==> src/design/bmml_pkg.sv <==
// ----------------------------------------------------------------------------
// bmml_pkg
// Widths, fixed-point constants and an elaboration-time log2 helper.
// ----------------------------------------------------------------------------
`default_nettype none

package bmml_pkg;

	localparam int SAMPLE_W = 12;
	localparam int RAD_W    = 25;   // a*a + b*b
	localparam int ROOT_W   = 21;   // Q13.8 magnitude
	localparam int SUM_W    = 24;   // Q16.8 block sum
	localparam int LOGX_W   = 27;   // sum * 6
	localparam int LOG_W    = 21;   // Q5.16 log2
	localparam int LEVEL_W  = 17;
	localparam int INDEX_W  = 9;

	localparam logic signed [LEVEL_W-1:0] LEVEL_MIN = -17'sd43520;
	localparam logic signed [LEVEL_W-1:0] LEVEL_MAX = 17'sd9472;
	localparam logic signed [20:0] TWENTY_LN2_Q16 = 21'sd908522;
	localparam int unsigned HALF_RANGE_DENOM = 5733;

	// log2 in Q16 of a positive constant, same steps as the runtime unit
	function automatic logic [LOG_W-1:0] log2_q16_const(input int unsigned x);
		int unsigned n;
		logic [63:0] m;
		logic [15:0] fr;
		n  = 0;
		fr = '0;
		for (int k = 0; k < 31; k++) begin
			if (n < 31 && (x >> (n + 1)) != 0)
				n = n + 1;
		end
		m = 64'(x) << (30 - n);
		for (int i = 0; i < 16; i++) begin
			m  = (m * m) >> 30;
			fr = {fr[14:0], (m >= 64'h8000_0000)};
			if (m >= 64'h8000_0000)
				m = m >> 1;
		end
		return {5'(n), fr};
	endfunction

endpackage

`default_nettype wire

==> src/design/bmml_isqrt.sv <==
// ----------------------------------------------------------------------------
// bmml_isqrt
// Digit-by-digit integer square root of (rad << 16), one result bit a cycle.
// ----------------------------------------------------------------------------
`default_nettype none

module bmml_isqrt (
	input  wire logic                        clk,
	input  wire logic                        arst_n,
	input  wire logic                        start,
	input  wire logic [bmml_pkg::RAD_W-1:0]  rad,
	output logic                             done,
	output logic [bmml_pkg::ROOT_W-1:0]      root
);
	import bmml_pkg::*;

	localparam int V_W = RAD_W + 17;   // room for root + bit

	logic [V_W-1:0] v_q;
	logic [V_W-1:0] root_q;
	logic [V_W-1:0] bit_q;
	logic [4:0]     cnt_q;
	logic           busy_q;
	logic           done_q;
	logic [V_W-1:0] trial;

	assign trial = root_q + bit_q;

	always_ff @(posedge clk or negedge arst_n) begin
		if (!arst_n) begin
			busy_q <= 1'b0;
			done_q <= 1'b0;
			cnt_q  <= '0;
		end else begin
			done_q <= 1'b0;
			if (start) begin
				busy_q <= 1'b1;
				cnt_q  <= 5'(ROOT_W - 1);
			end else if (busy_q) begin
				cnt_q <= cnt_q - 5'd1;
				if (cnt_q == '0) begin
					busy_q <= 1'b0;
					done_q <= 1'b1;
				end
			end
		end
	end

	always_ff @(posedge clk) begin
		if (start) begin
			v_q    <= {1'b0, rad, 16'b0};
			root_q <= '0;
			bit_q  <= V_W'(1) << (2 * (ROOT_W - 1));
		end else if (busy_q) begin
			if (v_q >= trial) begin
				v_q    <= v_q - trial;
				root_q <= (root_q >> 1) + bit_q;
			end else begin
				root_q <= root_q >> 1;
			end
			bit_q <= bit_q >> 2;
		end
	end

	assign done = done_q;
	assign root = root_q[ROOT_W-1:0];

endmodule

`default_nettype wire

==> src/design/bmml_log2.sv <==
// ----------------------------------------------------------------------------
// bmml_log2
// Iterative log2 in Q16: normalize one bit a cycle, then 16 squaring steps
// of the Q30 mantissa on a single multiplier.
// ----------------------------------------------------------------------------
`default_nettype none

module bmml_log2 (
	input  wire logic                        clk,
	input  wire logic                        arst_n,
	input  wire logic                        start,
	input  wire logic [bmml_pkg::LOGX_W-1:0] x,
	output logic                             done,
	output logic [bmml_pkg::LOG_W-1:0]       log2_val
);
	import bmml_pkg::*;

	localparam logic [1:0] L_IDLE = 2'd0;
	localparam logic [1:0] L_NORM = 2'd1;
	localparam logic [1:0] L_SQR  = 2'd2;

	logic [1:0]  state_q;
	logic [3:0]  cnt_q;
	logic        done_q;
	logic [30:0] m_q;
	logic [4:0]  n_q;
	logic [15:0] frac_q;
	logic [61:0] sq;
	logic [31:0] t;

	assign sq = m_q * m_q;
	assign t  = sq[61:30];

	always_ff @(posedge clk or negedge arst_n) begin
		if (!arst_n) begin
			state_q <= L_IDLE;
			cnt_q   <= '0;
			done_q  <= 1'b0;
		end else begin
			done_q <= 1'b0;
			case (state_q)
				L_IDLE: begin
					if (start)
						state_q <= L_NORM;
				end
				L_NORM: begin
					if (m_q[30]) begin
						state_q <= L_SQR;
						cnt_q   <= '0;
					end
				end
				L_SQR: begin
					cnt_q <= cnt_q + 4'd1;
					if (cnt_q == 4'd15) begin
						state_q <= L_IDLE;
						done_q  <= 1'b1;
					end
				end
				default: state_q <= L_IDLE;
			endcase
		end
	end

	always_ff @(posedge clk) begin
		if (start && state_q == L_IDLE) begin
			m_q    <= 31'(x);
			n_q    <= 5'd30;
			frac_q <= '0;
		end else if (state_q == L_NORM && !m_q[30]) begin
			m_q <= {m_q[29:0], 1'b0};
			n_q <= n_q - 5'd1;
		end else if (state_q == L_SQR) begin
			frac_q <= {frac_q[14:0], t[31]};
			m_q    <= t[31] ? t[31:1] : t[30:0];
		end
	end

	assign done     = done_q;
	assign log2_val = {n_q, frac_q};

endmodule

`default_nettype wire

==> src/design/block_mean_magnitude_log_level.sv <==
// Pair beat to ready again: S_RAD, then S_ROOT in the root unit, then S_ACC.
// Closing beat: the log unit runs its normalizing shifts, 16 squarings and a
// hand-off, then S_MUL scales and S_FIN rounds; a zero sum goes straight to
// S_FIN. A level still held in the output register stalls the close.
// One beat in flight at a time; a finished level waits in the output register
// while the next pair is taken. arst_n clears counters, sum and valid at once.
// ----------------------------------------------------------------------------
// block_mean_magnitude_log_level
// Sums sample pair magnitudes over BLOCK_LEN pairs and outputs a signed Q8.8
// 20*ln level of the scaled mean with a wrapping record index.
// ----------------------------------------------------------------------------
`default_nettype none

module block_mean_magnitude_log_level #(
	parameter int BLOCK_LEN    = 5,
	parameter int RECORD_DEPTH = 512
) (
	input  wire logic        clk,
	input  wire logic        arst_n,
	input  wire logic        s_axis_tvalid,
	output logic             s_axis_tready,
	input  wire logic [23:0] s_axis_tdata,   // sample_a[11:0], sample_b[23:12]
	output logic             m_axis_tvalid,
	input  wire logic        m_axis_tready,
	output logic [31:0]      m_axis_tdata    // level_db[16:0], record_index[25:17], 0
);
	import bmml_pkg::*;

	localparam int CNT_W = (RECORD_DEPTH > 1) ? $clog2(RECORD_DEPTH) : 1;
	localparam logic [CNT_W-1:0] IDX_LAST = CNT_W'(RECORD_DEPTH - 1);
	localparam logic [2:0] PAIR_LAST = 3'(BLOCK_LEN - 1);
	localparam logic [LOG_W-1:0] LOG_DEN =
		log2_q16_const(BLOCK_LEN * HALF_RANGE_DENOM);

	localparam logic [2:0] S_IDLE = 3'd0;
	localparam logic [2:0] S_RAD  = 3'd1;
	localparam logic [2:0] S_ROOT = 3'd2;
	localparam logic [2:0] S_ACC  = 3'd3;
	localparam logic [2:0] S_LOG  = 3'd4;
	localparam logic [2:0] S_MUL  = 3'd5;
	localparam logic [2:0] S_FIN  = 3'd6;

	logic [2:0]            state_q;
	logic [SAMPLE_W-1:0]   a_q;
	logic [SAMPLE_W-1:0]   b_q;
	logic [2:0]            pair_q;
	logic [SUM_W-1:0]      sum_q;
	logic [CNT_W-1:0]      idx_q;
	logic                  zero_q;
	logic signed [43:0]    p_q;
	logic                  out_valid_q;
	logic [LEVEL_W-1:0]    level_q;
	logic [INDEX_W-1:0]    out_idx_q;

	logic [23:0]           sq_a;
	logic [23:0]           sq_b;
	logic [RAD_W-1:0]      rad;
	logic                  root_done;
	logic [ROOT_W-1:0]     root;
	logic [SUM_W-1:0]      sum_new;
	logic [LOGX_W-1:0]     sum6;
	logic                  closing;
	logic                  log_start;
	logic                  log_done;
	logic [LOG_W-1:0]      log_val;
	logic signed [22:0]    d;
	logic signed [43:0]    prod;
	logic [43:0]           mag;
	logic [43:0]           mag_rnd;
	logic signed [20:0]    lvl;
	logic signed [LEVEL_W-1:0] lvl_sat;
	logic                  out_free;

	assign sq_a = a_q * a_q;
	assign sq_b = b_q * b_q;
	assign rad  = {1'b0, sq_a} + {1'b0, sq_b};

	bmml_isqrt u_isqrt (
		.clk    (clk),
		.arst_n (arst_n),
		.start  (state_q == S_RAD),
		.rad    (rad),
		.done   (root_done),
		.root   (root)
	);

	assign sum_new   = sum_q + SUM_W'(root);
	assign sum6      = {1'b0, sum_new, 2'b00} + {2'b00, sum_new, 1'b0};
	assign closing   = (pair_q == PAIR_LAST);
	assign log_start = (state_q == S_ACC) && closing && (sum_new != '0);

	bmml_log2 u_log2 (
		.clk      (clk),
		.arst_n   (arst_n),
		.start    (log_start),
		.x        (sum6),
		.done     (log_done),
		.log2_val (log_val)
	);

	// d = log2(sum*6) - log2(BLOCK_LEN*5733) - 8, Q16
	assign d    = $signed({2'b00, log_val}) - $signed({2'b00, LOG_DEN}) - 23'sd524288;
	assign prod = d * TWENTY_LN2_Q16;

	// round half away from zero on |p| / 2^24, then saturate
	assign mag     = p_q[43] ? 44'(-p_q) : p_q;
	assign mag_rnd = (mag + 44'd8388608) >> 24;
	assign lvl     = p_q[43] ? -$signed({1'b0, mag_rnd[19:0]}) : $signed({1'b0, mag_rnd[19:0]});

	always_comb begin
		if (zero_q || lvl < 21'(LEVEL_MIN))
			lvl_sat = LEVEL_MIN;
		else if (lvl > 21'(LEVEL_MAX))
			lvl_sat = LEVEL_MAX;
		else
			lvl_sat = lvl[LEVEL_W-1:0];
	end

	assign out_free = !out_valid_q || m_axis_tready;

	always_ff @(posedge clk or negedge arst_n) begin
		if (!arst_n) begin
			state_q     <= S_IDLE;
			pair_q      <= '0;
			sum_q       <= '0;
			idx_q       <= '0;
			out_valid_q <= 1'b0;
		end else begin
			if (state_q == S_FIN && out_free)
				out_valid_q <= 1'b1;
			else if (m_axis_tready)
				out_valid_q <= 1'b0;
			case (state_q)
				S_IDLE: begin
					if (s_axis_tvalid)
						state_q <= S_RAD;
				end
				S_RAD:  state_q <= S_ROOT;
				S_ROOT: begin
					if (root_done)
						state_q <= S_ACC;
				end
				S_ACC: begin
					if (closing) begin
						pair_q  <= '0;
						sum_q   <= '0;
						state_q <= (sum_new == '0) ? S_FIN : S_LOG;
					end else begin
						pair_q  <= pair_q + 3'd1;
						sum_q   <= sum_new;
						state_q <= S_IDLE;
					end
				end
				S_LOG: begin
					if (log_done)
						state_q <= S_MUL;
				end
				S_MUL:  state_q <= S_FIN;
				S_FIN: begin
					if (out_free) begin
						idx_q       <= (idx_q == IDX_LAST) ? '0 : idx_q + CNT_W'(1);
						state_q     <= S_IDLE;
					end
				end
				default: state_q <= S_IDLE;
			endcase
		end
	end

	always_ff @(posedge clk) begin
		if (state_q == S_IDLE && s_axis_tvalid) begin
			a_q <= s_axis_tdata[11:0];
			b_q <= s_axis_tdata[23:12];
		end
		if (state_q == S_ACC && closing)
			zero_q <= (sum_new == '0);
		if (state_q == S_MUL)
			p_q <= prod;
		if (state_q == S_FIN && out_free) begin
			level_q   <= lvl_sat;
			out_idx_q <= INDEX_W'(idx_q);
		end
	end

	assign s_axis_tready = (state_q == S_IDLE);
	assign m_axis_tvalid = out_valid_q;
	assign m_axis_tdata  = {6'b0, out_idx_q, level_q};

endmodule

`default_nettype wire

==> config.mk <==
export PLATFORM = sky130hd
export DESIGN_NAME = block_mean_magnitude_log_level
export DESIGN_NICKNAME = d
export VERILOG_FILES = /design/src/design/bmml_pkg.sv /design/src/design/bmml_isqrt.sv /design/src/design/bmml_log2.sv /design/src/design/block_mean_magnitude_log_level.sv
export SDC_FILE = /design/constraint.sdc
export NUM_CORES = 2
export LEC_CHECK = 0
export BUFFER_PORTS_ARGS = -buffer_cell sky130_fd_sc_hd__clkbuf_2
export CELL_PAD_IN_SITES_DETAIL_PLACEMENT = 2
export CELL_PAD_IN_SITES_GLOBAL_PLACEMENT = 2
export CORE_ASPECT_RATIO = 1.25
export CORE_MARGIN = 3
export CORE_UTILIZATION = 25
export CTS_CLUSTER_DIAMETER = 30
export CTS_CLUSTER_SIZE = 25
export DETAILED_ROUTE_END_ITERATION = 10
export PLACE_DENSITY_LB_ADDON = 0.1
export SYNTH_ARGS = -nofsm -noshare
export SYNTH_HDL_FRONTEND = slang
export SYNTH_SLANG_ARGS = --single-unit
==> constraint.sdc <==
create_clock -name clk -period 24 [get_ports clk]
set_clock_uncertainty 0.2 [all_clocks]
set_input_delay 7.2 -clock clk [delete_from_list [all_inputs] [get_ports clk]]
set_output_delay 7.2 -clock clk [all_outputs]
set_load 0.005 [all_outputs]
==> qor.csv <==
metric;value;unit
Worst Reg-to-Reg Cells;33;
Slowest cell on crit path;or2_2;
largest family of logic cells by synthesized area;adder cells;
crit path DAT;11.66;ns
status;complete, no violations;
setup tns final;0;ns
Yosys cell types;101;
asr flop ratio synth;0.177;
Die Span X;458;µm
Post-CTS Hold Buffers;0;
Util after Layout;0.283;
DRT Pass-1 Iters;5;
MaxCap Viol Count;0;
Yosys top cell by area;fa_1;
r2r startpoint;u_log2.m_q[8]$_DFFE_PP_;
Starting Density;0.252;
Fill cells;28100;
part of the Yosys area used for sequential elements;0.123;
Mapped Cells;6816;
slew margin rel.;0.196;
final hold viol count;0;
Crit. End Element;register;
dpl ws;12.42;ns
DRC viols;0;
pin count of the biggest net entering global routing;79;
grt ovf;0;
Hold WC Path Type;reg2reg;
Simple-Gate Fraction of Synth Area;0.118;
top cell type's share of synthesized area;0.373;
Required @ worst endpoint;24.28;ns
Post-synth top cells;inv_1 (1539), fa_1 (1188), ha_1 (682);
design area;71700;µm²
Achievable Freq;87.9;MHz
worst-margin pin slew;1.20;ns
# IOs;62;
dpl hpwl;180;mm
CTS buffer count;121;
core box area;253000;µm²
maximum root-to-sink buffer count;3;
Max H-tree Level;3;
# clock sinks;305;
clock root cell;clkbuf_16;
share of layout cells above drive strength 1;0.0544;
mux contribution to synthesized area;0.00770;
routed via count;46400;
Max Slew Vio Count;0;
worst hold path cell count;2;
most common cell in the netlist;inv_1;
crit path kind;reg2reg;
Clk Latency, worst-skew pair;0.75;ns
adder-cell share of the synthesized area;0.506;
Reg-to-Reg End;u_log2.m_q[6]$_DFFE_PP_;
CTS tree;built;
RD Place Congestion;0.778;
IO buf count;55;
Period minus WS final;11.38;ns
postcts setup bufs;0;
Reg2Reg Setup Slack;12.62;ns
post-cts sizing count;0;
vias in the first global route;56000;
Area Overhead vs Synth;12.3;%
Worst Min Path Start;u_isqrt.v_q[8]$_SDFFE_PP0P_;
Startpoint Class;register;
FP Rows;206;
Post-synth EDFFs;146;
syn avg cell area;9.36;µm²
Synth Cell Area;63800;µm²
Compound-Gate Fraction of Synth Area;0.0941;
Post-synth top flop;edfxtp_1;
synth warn;0;
initial DRC count;1442;
Final WS setup;12.62;ns
CP Max Fanout;41;
Die Area;261000;µm²
RSZ-0062 raised after global routing;false;
XOR/XNOR Fraction of Synth Area;0.0440;
WL final;219;mm
initial antenna violation count;9;
Yosys reg bits;305;
top cells by area, synth;fa_1 (37%), ha_1 (13%), inv_1 (9.1%), edfxtp_1 (6.9%), nand2_1 (3.5%);
Tot GR Track Use;0.171;
Wirelength per Cell;21.3;µm
first-pass GRT wire length;344;mm
clock slew seen by the registers of the worst setup and hold paths;0.04;ns
Most Frequent Cell on Critical Path;fa_1;
post-route ant nets;0;
Final period util;0.474;
placed inst area;67800;µm²
Final setup viols;0;
hold endpoint;u_isqrt.v_q[8]$_SDFFE_PP0P_;
Die Ht;571;µm
crit-path max cell delay;0.80;ns
Nets;8723;
vias per cell;4.52;
==> worst max path at each step <==
| stage | slack [ns] | end | from |
|---|---|---|---|
| floorplan | 13.78 | p_q[43]$_DFFE_PP_ | u_log2.frac_q[0]$_SDFFE_PP0P_ |
| finish | 12.62 | u_log2.m_q[6]$_DFFE_PP_ | u_log2.m_q[8]$_DFFE_PP_ |
| CTS | 12.35 | u_log2.m_q[6]$_DFFE_PP_ | u_log2.m_q[8]$_DFFE_PP_ |
| global route | 11.79 | u_log2.m_q[6]$_DFFE_PP_ | u_log2.m_q[8]$_DFFE_PP_ |
| detailed placement | 12.42 | u_log2.m_q[6]$_DFFE_PP_ | u_log2.m_q[8]$_DFFE_PP_ |
| global placement | 12.63 | u_log2.m_q[19]$_DFFE_PP_ | u_log2.m_q[8]$_DFFE_PP_ |
==> per-stage QoR <==
stage | cells | hold WS, ns
3_3_place_gp | 10000 | 0.244
4_1_cts | 10300 | 0.267
6_report | 10300 | 0.261
2_1_floorplan | 6821 | 0.236
3_5_place_dp | 10000 | 0.254
5_1_grt | 10300 | 0.282
==> cell type report <==
class                   instances  area (µm²)  share of cell area
flip-flops and latches        305        7840               0.109
inverters                    1547        5810              0.0810
multi-input cells            4736       49200               0.687
clock inverters                52         422             0.00588
well taps                    3328        4160              0.0581
diodes                          7        17.5            0.000244
clock buffers                 176        3480              0.0486
repair buffers                114         721              0.0101
==> cell families (layout without fill, tap and decap cells) <==
| family | Yosys count | count (layout) |
|---|---|---|
| AOI/OAI and AO/OA | 942 | 942 |
| and+or+nand+nor | 1551 | 1551 |
| adders and majority gates | 1871 | 1871 |
| other | 1 | 13 |
| xor gates and xnor gates | 318 | 318 |
| buffers and inverters | 1780 | 1889 |
| DFF | 305 | 305 |
| muxes | 48 | 48 |
==> registers in the layout (all words and copies together) (netlist names), 16 cells and up <==
signal,cells
level_q,17
u_log2.m_q,31
p_q,43
u_isqrt.root_q,42
sum_q,24
u_isqrt.bit_q,21
u_isqrt.v_q,42
u_log2.frac_q,16
==> cell usage in the layout, fill, tap and decap left out, types with 53 or more instances in the layout <==
cell type / synthesis / routed
nand2_1: 603 / 602
buf_4: 7 / 60
clkbuf_16: 0 / 121
clkbuf_2: 0 / 54
xnor2_1: 193 / 193
inv_1: 1539 / 1539
nor2_1: 292 / 291
fa_1: 1188 / 1188
dfrtp_1: 54 / 53
dfxtp_1: 105 / 105
o21bai_1: 55 / 55
a21oi_1: 252 / 251
a21o_1: 76 / 75
xor2_1: 122 / 122
ha_1: 682 / 682
nor3_1: 65 / 65
nand3_1: 61 / 61
and2_1: 275 / 275
edfxtp_1: 146 / 146
o21ai_0: 224 / 224
==> per-layer routing <==
metal | GRT usage | up-vias | part of all wire
met4 | 0.0255 | 0 | 0.012
met5 | 0 | - | 0
li1 | - | 21400 | -
met1 | 0.208 | 24500 | 0.43
met2 | 0.332 | 335 | 0.54
met3 | 0.0129 | 164 | 0.017
==> worst max-delay path, delay by kind of cell, from the launching register on <==
family | cells | cell delay (ns)
buffers and inverters | 8 | 1.66
DFF | 1 | 0.31
adders and majority gates | 9 | 4.34
muxes | 1 | 0.44
AOI/OAI and AO/OA | 9 | 2.37
and+or+nand+nor | 6 | 1.74
Power is left out: the tool's default activity adds up to more than one toggle a clock period on the data nets, which glitch-free logic cannot reach.
